--- src/design/jlsr_pkg.sv ---
`timescale 1ns / 1ps

package jlsr_pkg;

  // Fixed-point format of speed, acceleration and jerk.
  localparam int FRAC_BITS = 16;
  // Fraction bits of the time step.
  localparam int DT_BITS   = 24;

  localparam int VAL_W   = 31;  // unsigned register and speed width
  localparam int ACC_W   = 32;  // signed acceleration width
  localparam int DT_W    = 24;  // step time width
  localparam int OPND_W  = 33;  // signed operand width of the shared multiplier
  localparam int PROD_W  = 2 * OPND_W;
  localparam int RAD_W   = 64;  // square root radicand width
  localparam int ROOT_W  = 32;

  // Error band in which the ramp snaps to the goal: 0.01 rounded to the grid.
  localparam logic [VAL_W-1:0] DEADBAND =
    VAL_W'(((64'd1 << FRAC_BITS) + 64'd50) / 64'd100);

  // Status of the square root unit as seen by the sequencer.
  typedef struct packed {
    logic busy;
    logic done;
  } sqrt_stat_t;

endpackage

--- src/design/jlsr_mul.sv ---
`timescale 1ns / 1ps

// Shared signed multiplier with a registered product.
module jlsr_mul (
  input  logic                                  clk,
  input  logic signed [jlsr_pkg::OPND_W-1:0]    a,
  input  logic signed [jlsr_pkg::OPND_W-1:0]    b,
  output logic signed [jlsr_pkg::PROD_W-1:0]    p_r
);

  always_ff @(posedge clk) begin
    p_r <= a * b;
  end

endmodule

--- config.mk ---
export PLATFORM = sky130hd
export DESIGN_NAME = jlsr_mul
export DESIGN_NICKNAME = d
export VERILOG_FILES = /design/src/design/jlsr_pkg.sv /design/src/design/jlsr_mul.sv
export SDC_FILE = /design/constraint.sdc
export NUM_CORES = 2
export LEC_CHECK = 0
export BUFFER_PORTS_ARGS = -buffer_cell sky130_fd_sc_hd__buf_2
export CORE_MARGIN = 2
export CORE_UTILIZATION = 40
export DETAILED_ROUTE_END_ITERATION = 6
export PLACE_DENSITY_LB_ADDON = 0.1
export SLEW_MARGIN = 40
export SYNTH_ARGS = -nofsm -noshare
export SYNTH_HDL_FRONTEND = slang
export SYNTH_SLANG_ARGS = --single-unit
--- constraint.sdc ---
create_clock -name clk -period 14.3 [get_ports clk]
set_input_delay 0.715 -clock clk [delete_from_list [all_inputs] [get_ports clk]]
set_output_delay 0.715 -clock clk [all_outputs]
set_load 0.03 [all_outputs]
# Yosys cells after proc, flatten, opt, wreduce, memory -nomap -nowiden
# Index checks and enable logic that the tools add are counted.
# word_totals
wordCells	2
output_inout_bits	66
input_bits	67
ram_bits	0
latch_bits	0
romBits	0
register_bits	66
mem_count	0
# op_classes
shifts	0
mul	1
mux	0
n_eq_ne	0
n_lt_le_gt_ge	0
div_mod_pow	0
add_sub_neg	0
bitwise_logic	0
reduce_logical	0
# ops
cell	n
$mul A33 B33 Y66	1

# Depth between registers and ports, before layout
# logic_depth
ltp_word	1
ltp_mapped	27
depth_no_buf	26

# Worst setup path after synthesis
# OpenSTA, ideal clock, no wires.
# synth_path
path_type	in2reg
from	input port a[32] in the netlist's numbering
to	register p_r[62] in the netlist's numbering
stages	23
path_buffers	2
path_slack_ns	6.349
arrival_time_ns	7.872
setup_ns	0.079
required_ns	14.221
path_cell_list	clkbuf_1 nand2_1 inv_1 fa_1 fa_1 fa_1 fa_1 fa_1 fa_1 fa_1 inv_1 fa_1 inv_1 ha_1 clkbuf_1 and3_1 nand3_1 nand2b_1 a2111oi_4 a211oi_4 a21o_2 a21o_1 a211oi_2
# synth_between
elab_chain_cells	1
# synth_lines
element	line_no	rtl
start, declared	jlsr_mul.sv:6	input logic signed [jlsr_pkg::OPND_W-1:0] a,
$mul A33 B33 Y66	jlsr_mul.sv:12	p_r <= a * b;
end signal, assigned	jlsr_mul.sv:12	
end, declared	jlsr_mul.sv:8	output logic signed [jlsr_pkg::PROD_W-1:0] p_r
# No other way between the ends.

# Final worst setup path
# Same ends and word-level chain as after synthesis.

==> metrics.csv <==
stage;metric;value;unit
yosys;area of the mapped netlist;40730;µm²
final_layout;Synth-to-Final Area Change;5.532;%
detailed_routing;met3 routed wirelength;5370;µm
critical_path;CP arrival;9.13;ns
cts;clk buf depth;2;
final_layout;Final #Nets;5735;
cts;cts hold-fix bufs;0;
yosys;syn_nets;5767;
sta;setup total negative slack;0;ns
yosys;Distinct cells, synth;80;
sta;period utilization;0.6152;
hold_path;Hold Crit Class;in2reg;
die;Die Span Y;323.1;µm
cts;H-Tree Depth;3;
critical_path;Crit path required time;14.63;ns
detailed_routing;Via density;4.869;
die;die area;104400;µm²
critical_path;CP max FO;33;
detailed_routing;Vias;27680;
final_layout;top flop regs;p_r x66;
detailed_routing;uppermost layer routed;met5;
sta;Tightest Pin Transition;0.9126;ns
yosys;area share of the largest cell type after synthesis;0.5627;
job;maxcap violations;0;
global_route;number of global-route vias before repair;31170;
global_route;largest net degree at the start of global routing;34;
detailed_routing;Detail Route Antenna Nets;0;
critical_path;Worst setup EP type;flop;
sta;final hold viol count;0;
detailed_routing;DRC;0;
yosys;number of synthesized flops with an enable pin;0;
yosys;sequential fraction of the synthesis area;0.03244;
detailed_routing;Met1 Wirelength;50030;µm
die;I/O pins;133;
yosys;Yosys top cell by area;fa_1;
detailed_routing;first drt pass iteration count;7;
global_route;grt total ovfl;0;
die;Die Wd;323.1;µm
critical_path;crit path kind;in2reg;
cts;TritonCTS clock tree;done;
final_layout;fraction of layout cells with a size suffix above 1;0.05405;
global_route;first-pass GRT wire length;191100;µm
cts;# resized after CTS;0;
status;outcome;finished clean;
global_route;All-Layer GR Usage;0.2460;
cts;CTS sink cnt;66;
detailed_routing;wire length on met2;61380;µm
die;Starting Density;0.4015;
placement;DP Wirelength;96870;µm
detailed_routing;DRT Wirelength;120300;µm
global_route;initial antenna violation count;8;
final_layout;fillers;10230;
detailed_routing;DR iter-0 viols;1497;
cts;Post CTS Setup Buffer Count;0;
final_layout;commonest non-fill, non-tap cell in the layout;fa_1;
cts;root buf cell;clkbuf_16;
cts;CTS Buf Count;9;
cts;CTS clk-pin slew, worst paths;0.07;ns
yosys;number of synthesized register bits;66;
final_layout;Multi-input gate area;34330;µm²
die;num rows;117;
yosys;synthesized area per cell;9.390;µm²
critical_path;startpoint type of the worst setup path;input port;
final_layout;Register Area;1321;µm²
die;Core Footprint;101400;µm²
sta;Slew Viols, Final;0;
sta;unrepaired setup endpoints after global routing;false;
sta;Final setup viols;0;
final_layout;max reg flops;66;
sta;FMAX;0.1137;GHz
yosys;Primary FF master, synth;dfxtp_1;
detailed_routing;WL per Instance;21.16;µm
final_layout;Biggest register;p_r;
sta;Rel. slew slack;0.3916;
sta;min cycle time layout;8.798;ns
placement;Final Wtd Congestion;0.8670;
placement;Port Buffers;132;
yosys;synth warn;0;
yosys;cell count after synthesis;4338;
final_layout;most frequent cells in the layout;1145 x fa_1, 1131 x inv_1, 562 x and2_1;
yosys;Synth area leaders;fa_1 56%, inv_1 10%, and2_1 8.6%;
yosys;async set-or-reset flop fraction in the synthesized netlist;0;
[layer usage]
metal | GRT usage | up-vias
li1 | - | 12260
met1 | 0.3196 | 14770
met2 | 0.4272 | 525
met3 | 0.03581 | 124
met4 | 0.06977 | 2
met5 | 0 | -
[cell usage after synthesis, types with 3 or more instances]
master,n
or2_2,3
o31ai_4,3
a21oi_2,3
nor2b_1,5
o21ai_1,6
inv_1,1131
and3_1,5
a21o_1,36
ha_1,217
o21bai_1,11
and2_1,562
a211oi_2,3
fa_1,1145
a211oi_1,7
dfxtp_1,66
nand3_1,25
a31oi_1,8
clkbuf_1,208
or3_1,3
nor3_1,7
and4_1,5
xor2_1,25
nand2_1,551
nand4_1,11
a211o_1,6
o21ai_0,25
xnor2_1,43
buf_2,11
o21a_1,6
o211ai_1,4
nand2b_1,12
nor2_1,68
a21oi_1,57
[critical path, cell delays in order]
cell,delay [ns]
buf_2,0.63
nand2_1,0.19
inv_1,0.19
fa_1,0.52
fa_1,0.57
fa_1,1.02
inv_1,0.29
fa_1,0.63
fa_1,0.45
fa_1,0.57
fa_1,0.43
fa_1,0.49
inv_1,0.04
ha_1,0.48
and4_1,0.37
nand3_1,0.16
nand2b_1,0.28
a2111oi_4,0.35
a211oi_4,0.12
a21o_2,0.26
a21o_1,0.17
a211oi_2,0.16
[cell type report]
type                    count  share of cell area
well taps                1368             0.03982
flip-flops and latches     66             0.03074
diodes                      7           0.0004075
multi-input cells        2920              0.7986
clock buffers              10            0.005559
repair buffers            178             0.02462
clock inverters             6            0.001543
inverters                1131             0.09876
[kinds of logic (layout without fill, tap and decap cells)]
kind of cell	Yosys count	count (layout)	share of synthesized area
AOI/OAI and AO/OA	219	219	0.04067
xor gates and xnor gates	68	68	0.01462
adders and majority gates	1362	1362	0.6294
buffers and inverters	1352	1325	0.1251
DFF	66	66	0.03244
other	0	7	0
and+or+nand+nor	1271	1271	0.1578
[final timing paths]
check / startpoint / end / slack (ns) / cells past startpoint
setup / recovery: a[32] / p_r[62] / 5.50 / 22
hold / removal: a[0] / p_r[0] / 0.88 / 3
[through the flow]
stage / hold slack, ns / std cells / utilization / setup slack [ns] / area, µm²
floorplan: 0.8423 / 4338 / - / 6.349 / 40730
global placement: 1.150 / 5661 / 0.4198 / 5.028 / 42590
detailed placement: 1.150 / 5662 / 0.4201 / 5.013 / 42620
CTS: 0.8696 / 5678 / 0.4232 / 5.425 / 42930
global route: 0.8892 / 5681 / 0.4236 / 5.109 / 42980
finish: 0.8800 / 5686 / 0.4237 / 5.502 / 42990
Power is not shown: default switching activity piles up to over one toggle a cycle in this logic, so the estimate is an artifact.
