===== src/design/jlsr_pkg.sv =====
`timescale 1ns / 1ps

package jlsr_pkg;

  // Fixed-point format of speed, acceleration and jerk.
  localparam int FRAC_BITS = 16;
  // Fraction bits of the time step.
  localparam int DT_BITS   = 24;

  localparam int VAL_W   = 31;  // unsigned register and speed width
  localparam int ACC_W   = 32;  // signed acceleration width
  localparam int DT_W    = 24;  // step time width
  localparam int OPND_W  = 33;  // signed operand width of the shared multiplier
  localparam int PROD_W  = 2 * OPND_W;
  localparam int RAD_W   = 64;  // square root radicand width
  localparam int ROOT_W  = 32;

  // Error band in which the ramp snaps to the goal: 0.01 rounded to the grid.
  localparam logic [VAL_W-1:0] DEADBAND =
    VAL_W'(((64'd1 << FRAC_BITS) + 64'd50) / 64'd100);

  // Status of the square root unit as seen by the sequencer.
  typedef struct packed {
    logic busy;
    logic done;
  } sqrt_stat_t;

endpackage


===== src/design/jlsr_isqrt.sv =====
`timescale 1ns / 1ps

// Integer square root rounded down, one result bit per cycle.
module jlsr_isqrt (
  input  logic                          clk,
  input  logic                          rst_n,
  input  logic                          start,
  input  logic [jlsr_pkg::RAD_W-1:0]    value,
  output jlsr_pkg::sqrt_stat_t          stat,
  output logic [jlsr_pkg::ROOT_W-1:0]   root
);

  localparam int CNT_W = $clog2(jlsr_pkg::ROOT_W);

  logic [jlsr_pkg::RAD_W-1:0] rem_r, rem_nxt;
  logic [jlsr_pkg::RAD_W-1:0] res_r, res_nxt;
  logic [jlsr_pkg::RAD_W-1:0] bit_r, bit_nxt;
  logic [CNT_W-1:0]           cnt_r, cnt_nxt;
  logic                       busy_r, busy_nxt;
  logic                       done_r, done_nxt;
  logic [jlsr_pkg::RAD_W-1:0] trial;
  logic [jlsr_pkg::RAD_W:0]   diff;

  assign trial = res_r + bit_r;
  assign diff  = {1'b0, rem_r} - {1'b0, trial};

  always_comb begin
    rem_nxt  = rem_r;
    res_nxt  = res_r;
    bit_nxt  = bit_r;
    cnt_nxt  = cnt_r;
    busy_nxt = busy_r;
    done_nxt = 1'b0;
    if (start) begin
      rem_nxt  = value;
      res_nxt  = '0;
      bit_nxt  = {2'b01, {(jlsr_pkg::RAD_W-2){1'b0}}};
      cnt_nxt  = '0;
      busy_nxt = 1'b1;
    end else if (busy_r) begin
      // The borrow of the subtraction decides whether this bit is set.
      if (!diff[jlsr_pkg::RAD_W]) begin
        rem_nxt = diff[jlsr_pkg::RAD_W-1:0];
        res_nxt = (res_r >> 1) + bit_r;
      end else begin
        res_nxt = res_r >> 1;
      end
      bit_nxt = bit_r >> 2;
      cnt_nxt = cnt_r + CNT_W'(1);
      if (cnt_r == CNT_W'(jlsr_pkg::ROOT_W - 1)) begin
        busy_nxt = 1'b0;
        done_nxt = 1'b1;
      end
    end
  end

  always_ff @(posedge clk) begin
    if (!rst_n) begin
      busy_r <= 1'b0;
      done_r <= 1'b0;
    end else begin
      busy_r <= busy_nxt;
      done_r <= done_nxt;
    end
    rem_r <= rem_nxt;
    res_r <= res_nxt;
    bit_r <= bit_nxt;
    cnt_r <= cnt_nxt;
  end

  assign stat.busy = busy_r;
  assign stat.done = done_r;
  assign root      = res_r[jlsr_pkg::ROOT_W-1:0];

endmodule


===== config.mk =====
export PLATFORM = sky130hd
export DESIGN_NAME = jlsr_isqrt
export DESIGN_NICKNAME = d
export VERILOG_FILES = /design/src/design/jlsr_pkg.sv /design/src/design/jlsr_isqrt.sv
export SDC_FILE = /design/constraint.sdc
export NUM_CORES = 1
export LEC_CHECK = 0
export BUFFER_PORTS_ARGS = -buffer_cell sky130_fd_sc_hd__buf_2
export CORE_MARGIN = 3
export CORE_UTILIZATION = 40
export CTS_BUF_LIST = sky130_fd_sc_hd__clkbuf_8 sky130_fd_sc_hd__clkbuf_16
export CTS_CLUSTER_SIZE = 28
export DETAILED_ROUTE_END_ITERATION = 8
export GPL_ROUTABILITY_DRIVEN = 0
export PLACE_DENSITY_LB_ADDON = 0.3
export SLEW_MARGIN = 40
export SYNTH_ARGS = -nofsm -noshare
export SYNTH_HDL_FRONTEND = slang
export SYNTH_SLANG_ARGS = --single-unit

===== constraint.sdc =====
create_clock -name clk -period 6.06 [get_ports clk]
set_input_delay 0.303 -clock clk [delete_from_list [all_inputs] [get_ports clk]]
set_output_delay 0.303 -clock clk [all_outputs]
set_load 0.1 [all_outputs]

* Word level (Yosys, flattened, before mapping)
Index checks and enable logic that the tools add are counted.
** Cells by class
- $add $sub $neg :: 4
- Equality and inequality tests :: 2
- Mux-type cells :: 8
- Bitwise gates (word level) :: 2
- Reductions and logical operators :: 3
** Operators by type and width (count)
- 64-bit two-way mux :: 4
- 64-bit by 64-bit subtractor with 65-bit output :: 1
- 63-bit by 63-bit adder with 64-bit output :: 1
- 64-bit by 63-bit adder with 64-bit output :: 1
- 5-bit by 1-bit adder with 5-bit output, second input constant :: 1
- 5-bit == test, second input constant :: 1
- 1-bit two-way mux :: 4
- 3-bit OR reduction :: 1
- 2-bit inequality test, second input constant :: 1
- 1-bit inverter :: 2
- 2-bit AND reduction :: 1
- 2-bit nonzero test :: 1
** Storage, ports and cells
- Register bits after elaboration :: 167
- Output and inout port bits :: 34
- Word-level logic and storage cells :: 25

* Depth between registers and ports, before layout
- Depth in word-level cells :: 5
- Mapped depth :: 26

* Least setup slack after synthesis
Ideal clock, no wire load.
- Kind :: reg-to-reg
- Start point :: reg res_r[2] in the netlist's numbering
- End point :: reg rem_r[0] in the netlist's numbering, enable pin
- Library setup time :: 0.690 ns
- Arrival time :: 5.570 ns
- Required time :: 5.370 ns
- Slack :: -0.199 ns
- Stages on the path, launching flop included :: 23
- Buffers on the path :: 1
- Period minus slack after synthesis :: 6.259 ns
- Cells stage by stage :: dfxtp_1 -> ha_1 -> a31oi_1 -> o21ai_1 -> a21oi_1 -> o31ai_1 -> a31o_2 -> a31oi_1 -> o21ai_0 -> a21oi_1 -> o21ai_0 -> xnor2_1 -> ha_1 -> a21o_1 -> a21o_1 -> a21oi_1 -> o21ai_0 -> a221oi_1 -> o21ai_0 -> or2_2 -> buf_2 -> nand2_1 -> nand2_1
** Between the ends
- Cells in the longest elaborated chain, start to end :: 4
** Ends and longest elaborated chain
- start: declaration :: RTL line jlsr_isqrt.sv:16 : logic [jlsr_pkg::RAD_W-1:0] res_r, res_nxt;
- start signal: assignment :: RTL line jlsr_isqrt.sv:66 : res_r <= res_nxt;
- 64-bit by 63-bit adder with 64-bit output :: RTL line jlsr_isqrt.sv:24 : assign trial = res_r + bit_r;
- 64-bit by 64-bit subtractor with 65-bit output :: RTL line jlsr_isqrt.sv:25 : assign diff = {1'b0, rem_r} - {1'b0, trial};
- 2-bit inequality test (no source line)
- 2-bit AND reduction (no source line)
- end signal: assignment :: RTL line jlsr_isqrt.sv:65 : rem_r <= rem_nxt;
- end: declaration :: RTL line jlsr_isqrt.sv:15 : logic [jlsr_pkg::RAD_W-1:0] rem_r, rem_nxt;
Every way passes these cells.
A chain may end at the register's enable or synchronous reset.

* Worst setup path after layout
- Start point :: reg bit_r[18] in the netlist's numbering
- End point :: reg res_r[11] in the netlist's numbering
** Between the ends
- Cells in the longest elaborated chain, start to end :: 3
** Ends and longest elaborated chain
- start: declaration :: RTL line jlsr_isqrt.sv:17 : logic [jlsr_pkg::RAD_W-1:0] bit_r, bit_nxt;
- start signal: assignment :: RTL line jlsr_isqrt.sv:67 : bit_r <= bit_nxt;
- 64-bit by 63-bit adder with 64-bit output :: RTL line jlsr_isqrt.sv:24
- 64-bit by 64-bit subtractor with 65-bit output :: RTL line jlsr_isqrt.sv:25
- 64-bit two-way mux :: RTL line jlsr_isqrt.sv:42 : if (!diff[jlsr_pkg::RAD_W]) begin
Every way passes these cells.

==> results.yml <==
status:
  status: "finished clean"
worst_setup_path:
  critPathArrivalTime_ns: 6.14
  endpoint_kind: "flip-flop"
  critical-path-top-delay-family: "compound AO/OA/AOI/OAI gates"
  startpoint_type: "flip-flop"
  cp_num_buf_inv: 2
  max_stage_delay_ns: 0.42
  critPathKind: "reg -> reg"
  path_cells: "ha_1 -> a211oi_1 -> a211oi_2 -> a31oi_1 -> or2_2 -> a31oi_2 -> a311oi_2 -> o21ai_1 -> a31o_2 -> nand2_1 -> xor2_1 -> ha_2 -> nand4_1 -> nor3_1 -> nor2b_1 -> o211ai_1 -> a211oi_2 -> buf_4 -> nor2_4 -> buf_12 -> or3_1 -> a311oi_1"
  cp_slowest_cell: "ha_1"
  required_ns: 6.43
  worstPathMaxFanout: 21
  path_common_cell: "a211oi_2"
power_and_ir_drop:
  ir_worst_vdd_uv: 211
  power_density_nw_per_um2: 410
  power.leakage_nw: 6.69
synthesis:
  synthFlopType: "dfxtp_1"
  syn_area_per_cell_um2: 7.88
  synth_cells: 1943
  synth_edf_count: 64
  synth_top_area_cell: "dfxtp_1"
  yosys_register_bits: 167
  synth_area_um2: 15300
  synthesis.nets: 2143
  seq_area_frac_synth: 0.260
  yosysTopAreaCellShare: 0.135
  yosys-top-cells-area: "dfxtp_1 (13%), edfxtp_1 (13%), ha_1 (11%)"
  async_reset_ff_frac: 0
  ys_warn_count: 0
  ys_types: 77
cells_and_area:
  layout.nets: 2190
  final_area_um2: 17100
  drive_gt1_frac: 0.129
  seq_area_um2: 3990
  postLayoutCoreUtil: 0.453
  n_antenna_cell: 0
  multi_input_area_um2: 10600
  synthToLayoutAreaGrowth_pct: 11.4
  fill_cells: 3802
clocking:
  cts.sinks: 167
  cts_buffers: 17
  clkSlewWorstSetupHoldPaths_ns: 0.08
  htreeDepth: 4
  cts_tree: "yes"
  clk_path_buf_depth: 2
  clock_latency_ns: 0.46
  cts_root_buf: "clkbuf_16"
grt:
  grt_overflow_total: 0
  grt_usage: 0.211
  grt_start_max_net_pins: 115
  grt_pass1_vias: 13700
  antenna_found_initial: 0
  grt_pass1_wl_um: 71100
floorplan:
  die_h_um: 202
  placementRows: 71
  fp.dieW_um: 202
  core_um2: 37700
  num_io_pins: 101
  initial_utilization: 0.407
  dieArea_um2: 40700
sta:
  maxSlewViolCount: 0
  period_share: 0.952
  finalSetupTns_ns: 0
  relSlewSlack: 0.517
  min_period_ns: 5.77
  whs_ns: 0.108
  finalSetupViolCount: 0
  tightest_slew_ns: 0.724
  hold_viol_final: 0
  final.setup_skew_ns: 0.0123
  max_freq_ghz: 0.173
routing:
  drtIter0Drc: 1175
  finalWirelength_um: 44900
  post_drt_via_cell_ratio: 5.82
  drtAntennaViolNets: 0
  vias: 14600
  first_pass_iters: 5
  drc: 0
  routedWlPerCell_um: 17.9
place:
  dpl_cell_area_um2: 16300
  place.detailed.hpwl_um: 33400
  io_buffer_count: 100
flow_run:
  drv_cap: 0
worst_hold_path:
  worstHoldPathType: "in -> reg"
## synthesized netlist by cell type, types with 24 or more instances
master    instances
o21ai_0         180
a211oi_1         41
inv_1            41
edfxtp_1         64
nand2_1         223
buf_4            34
nand4_1          41
nor2_1          183
a21o_1           60
clkbuf_1         87
a31oi_1          72
xor2_1           78
ha_1            132
nor3_1           29
a21oi_1          98
and2_1           24
mux2i_1          45
dfxtp_1         103
nand3_1          40
xnor2_1          73
## worst reg2reg max path: cells and delay by family (launching register included)
family / cells / cell delay [ns]
xor+xnor: 1 / 0.18
buf+inv: 2 / 0.39
flops: 1 / 0.35
simple gates: 7 / 1.49
fa+ha+maj: 2 / 0.84
compound gates: 10 / 2.43
## final timing paths
check / from / endpoint / slack (ns) / cells after the start
setup / recovery: bit_r[18] / res_r[11] / 0.29 / 22
hold reg to reg: cnt_r[4] / cnt_r[4] / 0.51 / 2
hold / removal: rst_n / busy_r / 0.11 / 2
setup reg to reg: bit_r[18] / res_r[11] / 0.29 / 22
## where the power goes
group,switching [mW],internal [mW]
sequential,0.179,1.51
clock,0.527,0.620
combinational,2.54,1.61
## per-stage QoR
stage	std cells	total power, mW	worst slack, ns
3_5_place_dp	2479	5.75	0.139
3_3_place_gp	2479	5.68	0.235
2_1_floorplan	1943	4.74	0.432
6_report	2514	6.99	0.289
4_1_cts	2511	6.94	0.0614
5_1_grt	2514	7.48	-0.0154
## flip-flops by register name, summed over array words and instances (netlist names)
name and flops:
done_r 1, busy_r 1, res_r 64, rem_r 64
bit_r 32, cnt_r 5
## layer usage
| layer | wire length, µm | track usage | vias to the layer above |
|---|---|---|---|
| met5 | 0 | 0 | - |
| met4 | 930 | 0.0596 | 0 |
| met3 | 2120 | 0.0296 | 66 |
| met2 | 20000 | 0.333 | 434 |
| met1 | 21900 | 0.303 | 6870 |
| li1 | - | - | 7268 |
## cells by family (layout without fill, tap and decap cells)
group	count (synthesis)	after routing	synth area share
simple gates	634	635	0.190
buf+inv	177	236	0.0525
xor+xnor	151	151	0.0864
flops	167	167	0.260
fa+ha+maj	133	133	0.109
compound gates	632	632	0.269
mux	49	49	0.0324
## area by class of cell
cell class              instances  share of cell area
clock buffers                  20              0.0280
clock inverters                12             0.00660
inverters                      41             0.00903
multi-input cells            1600               0.623
flip-flops and latches        167               0.234
well taps                     511              0.0375
repair buffers                163              0.0623
## what timing repair did
action	CTS	global route
endpoints found under the setup margin	0	132
hold buffers	0	0
resized for setup	0	21
setup buffers	0	1
## cells in the final DEF, fill, tap and decap left out, drive strengths merged, types with 17 or more instances in the layout
cell type,instances
a21oi,101
o21ai,186
clkbuf,20
a31oi,73
a211oi,43
o21a,20
a311oi,19
dfxtp,103
nand2,223
nor2,184
a31o,19
xnor2,73
mux2i,45
xor2,78
o21bai,20
nand4,41
inv,50
ha,132
nor3,29
and2,24
a21o,60
nand3,40
buf,163
o211ai,17
edfxtp,64
(Power assumes the default switching activity.)
